## src/design/ccse_pkg.sv

```systemverilog
// ---------------------------------------------------------------------------
// ccse_pkg
// Shared types and constants of the serial CRC codeword encoder.
// ---------------------------------------------------------------------------
package ccse_pkg;

    localparam int MAX_DEGREE = 32;
    localparam int POLY_W     = MAX_DEGREE + 1;
    localparam int KLEN_W     = 6;
    localparam int DEG_W      = $clog2(MAX_DEGREE + 1);
    localparam int POS_W      = $clog2(MAX_DEGREE);

    localparam logic CFG_GEN_POLY = 1'b0;
    localparam logic CFG_KEY_LEN  = 1'b1;

    typedef logic [MAX_DEGREE-1:0] rem_t;

    typedef struct packed {
        logic [POLY_W-1:0] gen_poly;
        logic [KLEN_W-1:0] key_len;
    } cfg_t;

endpackage

```

## src/design/ccse_div_step.sv

```systemverilog
// ---------------------------------------------------------------------------
// ccse_div_step
// One modulo-2 division step of the remainder for a single data bit.
// ---------------------------------------------------------------------------
module ccse_div_step (
    input  ccse_pkg::cfg_t                 cfg,
    input  ccse_pkg::rem_t                 rem_in,
    input  logic                           data_bit,
    output ccse_pkg::rem_t                 rem_out,
    output logic [ccse_pkg::DEG_W-1:0]     degree
);

    logic [ccse_pkg::KLEN_W-1:0] klen;
    ccse_pkg::rem_t              mask;
    ccse_pkg::rem_t              rem_m;
    ccse_pkg::rem_t              taps;
    ccse_pkg::rem_t              shifted;
    logic [ccse_pkg::POS_W-1:0]  top_pos;
    logic                        fb;

    always_comb begin
        klen = cfg.key_len;
        if (klen < ccse_pkg::KLEN_W'(2)) begin
            klen = ccse_pkg::KLEN_W'(2);
        end else if (klen > ccse_pkg::KLEN_W'(ccse_pkg::MAX_DEGREE + 1)) begin
            klen = ccse_pkg::KLEN_W'(ccse_pkg::MAX_DEGREE + 1);
        end
        degree = klen - ccse_pkg::DEG_W'(1);

        if (degree == ccse_pkg::DEG_W'(ccse_pkg::MAX_DEGREE)) begin
            mask = '1;
        end else begin
            mask = (ccse_pkg::rem_t'(1) << degree) - ccse_pkg::rem_t'(1);
        end

        top_pos = ccse_pkg::POS_W'(degree - ccse_pkg::DEG_W'(1));
        rem_m   = rem_in & mask;
        taps    = cfg.gen_poly[ccse_pkg::MAX_DEGREE-1:0] & mask;
        fb      = rem_m[top_pos] ^ data_bit;
        shifted = (rem_m << 1) & mask;
        rem_out = fb ? (shifted ^ taps) : shifted;
    end

endmodule

```

## src/design/crc_codeword_serial_encoder.sv

```systemverilog
// ---------------------------------------------------------------------------
// crc_codeword_serial_encoder
// Bit-serial CRC encoder: data bits pass through, remainder bits follow.
// ---------------------------------------------------------------------------
//  channel  | signals                          | beat
//  s_       | tvalid tready tdata tlast        | one dataword bit
//  m_       | tvalid tready tdata tuser tlast  | one codeword bit
//  cfg_     | wr_en addr wdata                 | register write
//
//  One data bit per cycle while s_tready is high; a data beat appears
//  in the cycle after it is taken. After a tlast beat the input stalls
//  while the degree (clamped key_len-1) remainder bits shift out, MSB first.
//  Output register only advances when empty or m_tready is high.
//  Synchronous active-low reset: remainder cleared, gen_poly 11, key_len 4.
// ---------------------------------------------------------------------------
module crc_codeword_serial_encoder (
    input  logic                              aclk,
    input  logic                              aresetn,

    input  logic                              s_tvalid,
    output logic                              s_tready,
    input  logic [7:0]                        s_tdata,   // [0] data_bit
    input  logic                              s_tlast,   // last_bit

    output logic                              m_tvalid,
    input  logic                              m_tready,
    output logic [7:0]                        m_tdata,   // [0] code_bit
    output logic [0:0]                        m_tuser,   // [0] is_remainder
    output logic                              m_tlast,   // code_last

    input  logic                              cfg_wr_en,
    input  logic [0:0]                        cfg_addr,
    input  logic [ccse_pkg::POLY_W-1:0]       cfg_wdata
);

    ccse_pkg::cfg_t                  cfg_reg;
    ccse_pkg::rem_t                  remainder_reg;
    ccse_pkg::rem_t                  rem_step;
    ccse_pkg::rem_t                  shift_reg;
    logic [ccse_pkg::DEG_W-1:0]      degree;
    logic [ccse_pkg::DEG_W-1:0]      cnt_reg;
    logic [ccse_pkg::POS_W-1:0]      emit_pos;
    logic                            out_valid_reg;
    logic                            out_bit_reg;
    logic                            out_rem_reg;
    logic                            out_last_reg;
    logic                            load;
    logic                            emitting;
    logic                            in_fire;

    ccse_div_step u_step (
        .cfg      (cfg_reg),
        .rem_in   (remainder_reg),
        .data_bit (s_tdata[0]),
        .rem_out  (rem_step),
        .degree   (degree)
    );

    assign load     = !out_valid_reg || m_tready;
    assign emitting = (cnt_reg != '0);
    assign s_tready = load && !emitting;
    assign in_fire  = s_tvalid && s_tready;
    assign emit_pos = ccse_pkg::POS_W'(cnt_reg - ccse_pkg::DEG_W'(1));

    always_ff @(posedge aclk) begin
        if (!aresetn) begin
            cfg_reg.gen_poly <= ccse_pkg::POLY_W'(11);
            cfg_reg.key_len  <= ccse_pkg::KLEN_W'(4);
        end else if (cfg_wr_en) begin
            unique case (cfg_addr[0])
                ccse_pkg::CFG_GEN_POLY: cfg_reg.gen_poly <= cfg_wdata;
                ccse_pkg::CFG_KEY_LEN:  cfg_reg.key_len  <=
                                            cfg_wdata[ccse_pkg::KLEN_W-1:0];
                default: ;
            endcase
        end
    end

    always_ff @(posedge aclk) begin
        if (!aresetn) begin
            remainder_reg <= '0;
            cnt_reg       <= '0;
            out_valid_reg <= 1'b0;
        end else begin
            if (emitting && load) begin
                out_valid_reg <= 1'b1;
                cnt_reg       <= cnt_reg - ccse_pkg::DEG_W'(1);
            end else if (in_fire) begin
                out_valid_reg <= 1'b1;
                remainder_reg <= s_tlast ? '0 : rem_step;
                if (s_tlast) begin
                    cnt_reg <= degree;
                end
            end else if (m_tready) begin
                out_valid_reg <= 1'b0;
            end
        end
    end

    // payload
    always_ff @(posedge aclk) begin
        if (emitting && load) begin
            out_bit_reg  <= shift_reg[emit_pos];
            out_rem_reg  <= 1'b1;
            out_last_reg <= (cnt_reg == ccse_pkg::DEG_W'(1));
        end else if (in_fire) begin
            out_bit_reg  <= s_tdata[0];
            out_rem_reg  <= 1'b0;
            out_last_reg <= 1'b0;
            if (s_tlast) begin
                shift_reg <= rem_step;
            end
        end
    end

    assign m_tvalid = out_valid_reg;
    assign m_tdata  = {7'b0, out_bit_reg};
    assign m_tuser  = out_rem_reg;
    assign m_tlast  = out_last_reg;

endmodule

```

## config.mk

```make
export PLATFORM = sky130hd
export DESIGN_NAME = crc_codeword_serial_encoder
export DESIGN_NICKNAME = d
export VERILOG_FILES = /design/src/design/ccse_pkg.sv /design/src/design/ccse_div_step.sv /design/src/design/crc_codeword_serial_encoder.sv
export SDC_FILE = /design/constraint.sdc
export NUM_CORES = 1
export LEC_CHECK = 0
export BUFFER_PORTS_ARGS = -buffer_cell sky130_fd_sc_hd__clkbuf_2
export CELL_PAD_IN_SITES_DETAIL_PLACEMENT = 1
export CELL_PAD_IN_SITES_GLOBAL_PLACEMENT = 2
export CORE_MARGIN = 2
export CORE_UTILIZATION = 35
export DETAILED_ROUTE_END_ITERATION = 12
export GPL_TIMING_DRIVEN = 0
export PLACE_DENSITY = 0.82
export SLEW_MARGIN = 10
export SYNTH_ARGS = -nofsm -noshare
export SYNTH_HDL_FRONTEND = slang
export SYNTH_SLANG_ARGS = --single-unit
```

## constraint.sdc

```tcl
create_clock -name aclk -period 19.6 [get_ports aclk]
set_clock_uncertainty 0.05 [all_clocks]
set_input_delay 3.92 -clock aclk [delete_from_list [all_inputs] [get_ports aclk]]
set_output_delay 3.92 -clock aclk [all_outputs]
set_load 0.02 [all_outputs]
```

==> flow_summary.json <==
{
  "fin_tns_setup_ns": 0,
  "cts_setup_buffers": 0,
  "status": "complete, no violations",
  "async_flop_share_pct": 0,
  "fillers": 2721,
  "synth-main-ff-cell": "dfxtp_1",
  "vias": 7610,
  "post_drt_wl_per_cell_um": 22.9,
  "gr-total-overflow": 0,
  "drive_gt1_share_pct": 17.0,
  "slowest_stage": "nor2b_1",
  "firstDrtPassIters": 4,
  "grt_pass1_vias": 7360,
  "start_util_pct": 35.4,
  "yosys_warnings": 0,
  "maxCapViolCount": 0,
  "post-route-period-util_pct": 43.8,
  "max-vdd-ir-drop_mv": 0.0431,
  "dieArea_sq_um": 24000,
  "timing.final.crit_period_ns": 8.59,
  "cpMostUsedCell": "clkbuf_2",
  "yosys.area.top_type": "dfxtp_1",
  "yosysTopAreaCellShare_pct": 19.6,
  "synth_area_sq_um": 7960,
  "cts_max_level": 3,
  "fmax_ghz": 0.116,
  "setup_violations": 0,
  "finalPower_mw": 0.870,
  "ioPinCount": 60,
  "gp_congestion": 0.951,
  "synth_edf_count": 34,
  "die_h_um": 155,
  "grt_first_pass_wirelength_mm": 45.1,
  "ant_nets": 0,
  "layout.nets": 1053,
  "synth.distinct_cells": 93,
  "cp.required_ns": 15.63,
  "vias_per_cell": 5.92,
  "n_antenna_cell": 0,
  "rows": 55,
  "cp-end-kind": "output port",
  "hp-class": "flop to flop",
  "slew_headroom_pct": 24.3,
  "slew_violations": 0,
  "wl_mm": 29.4,
  "numClockSinks": 112,
  "drc_errors": 0,
  "postCtsResizedCells": 0,
  "criticalPathCategory": "input pin to output port",
  "fin_area_sq_um": 8880,
  "dpl-instance-area_sq_um": 8580,
  "power_density_nw_per_um2": 98.0,
  "ctsLongestPathBuffers": 2,
  "dieWidth_um": 155,
  "arrival_ns": 4.62,
  "coreArea_sq_um": 22500,
  "dpl.hpwl_mm": 23.3,
  "io_buffers": 42,
  "finalHoldViolCount": 0,
  "ctsHoldBuffers": 0,
  "synth_seq_cells": 112,
  "power_leakage_nw": 3.06,
  "syn_to_final_growth_pct": 11.5,
  "grt_max_degree": 28,
  "path_clk_slew_ns": 0.08,
  "worst_pin_slew_ns": 1.13,
  "largest_register_ffs": 38,
  "rsz0062_at_grt": "no",
  "fin_hold_ws_ns": 0.407,
  "syn_area_per_cell_sq_um": 8.50,
  "cp-start-kind": "input pin",
  "worstPathCellList": "clkbuf_2, nor2b_1, nor2_1, clkbuf_2",
  "yosysSeqAreaShare_pct": 32.5,
  "grt_usage_pct": 25.0,
  "antenna_found_initial": 0,
  "cpPeakStageDelay_ns": 0.28,
  "cts_buffers": 9,
  "cts_tree": "done",
  "critical_path.max_fanout": 5,
  "root_buffer": "clkbuf_16",
  "syn_inst": 936,
  "ys_top_cells_by_area": "dfxtp_1 (20%), edfxtp_1 (13%), nand2_1 (7.9%)",
  "first_iter_violations": 553,
  "worstSkewPairLatency_ns": 0.38
}
## metal layers
| metal | share of wire, % | routed length (um) | GRT usage [%] |
|---|---|---|---|
| met5 | 0 | 0 | 0 |
| met4 | 2.6 | 762 | 8.11 |
| met3 | 5.2 | 1520 | 3.70 |
| met2 | 46 | 13600 | 40.8 |
| met1 | 46 | 13500 | 34.1 |
## cell usage after synthesis, types with 19 or more instances
cell        n
a21boi_0   35
a21oi_1    38
and2_1     19
clkbuf_1   33
dfxtp_1    78
edfxtp_1   34
inv_1      21
nand2_1   168
nand3_1    34
nor2_1     74
o21ai_0    20
xnor2_1    33
## area by class of cell
type / instances / area [sq um] / area share (%)
multi-input cells: 738 / 4950 / 55.8
repair buffers: 43 / 230 / 2.59
clock buffers: 9 / 225 / 2.54
plain buffers: 70 / 375 / 4.23
clock inverters: 7 / 71.3 / 0.803
flip-flops and latches: 112 / 2580 / 29.1
well taps: 285 / 357 / 4.02
inverters: 22 / 82.6 / 0.930
## report_power, final
part,switching (mW),internal (mW)
logic,0.266,0.139
registers,0.0138,0.263
clock network,0.0983,0.0906
## per-stage QoR
stage	cells	worst slack, ns	util (%)
2_1_floorplan	942	11.29	-
3_3_place_gp	1269	11.01	38.0
3_5_place_dp	1270	11.02	38.1
4_1_cts	1286	11.01	39.4
5_1_grt	1286	10.88	39.4
6_report	1286	11.01	39.4
## cell families after synthesis
| group | Yosys count | synth area share (%) |
|---|---|---|
| buffers and inverters | 92 | 5.75 |
| adder cells (fa/ha/maj) | 9 | 1.42 |
| other | 1 | 0.0471 |
| XOR/XNOR | 45 | 5.14 |
| AND/OR/NAND/NOR | 388 | 22.9 |
| flip-flops | 112 | 32.5 |
| multiplexers | 21 | 4.31 |
| AO/OA/AOI/OAI | 268 | 28.0 |
## critical path, delay by kind of cell
kind / cells / cell delay, ns
and+or+nand+nor: 2 / 0.44
buffers and inverters: 2 / 0.27
## final timing paths
kind	cells after the start	to	slack, ns	from
worst max register to register	26	shift_reg[24]	11.24	cfg_reg[3]
worst min-delay path	2	m_tuser	0.41	m_tuser
worst min register to register	2	m_tuser	0.41	m_tuser
worst max-delay path	4	s_tready	11.01	m_tready
## placed cells by master (no fill, tap or decap), types with 19 or more instances in the layout
| cell | netlist | final |
|---|---|---|
| a21boi_0 | 35 | 35 |
| a21oi_1 | 38 | 38 |
| and2_1 | 19 | 19 |
| clkbuf_1 | 33 | 33 |
| clkbuf_2 | 1 | 43 |
| dfxtp_1 | 78 | 78 |
| edfxtp_1 | 34 | 34 |
| inv_1 | 21 | 21 |
| nand2_1 | 168 | 168 |
| nand3_1 | 34 | 34 |
| nor2_1 | 74 | 73 |
| o21ai_0 | 20 | 20 |
| xnor2_1 | 33 | 33 |
Power figures use the tool's default switching activity.
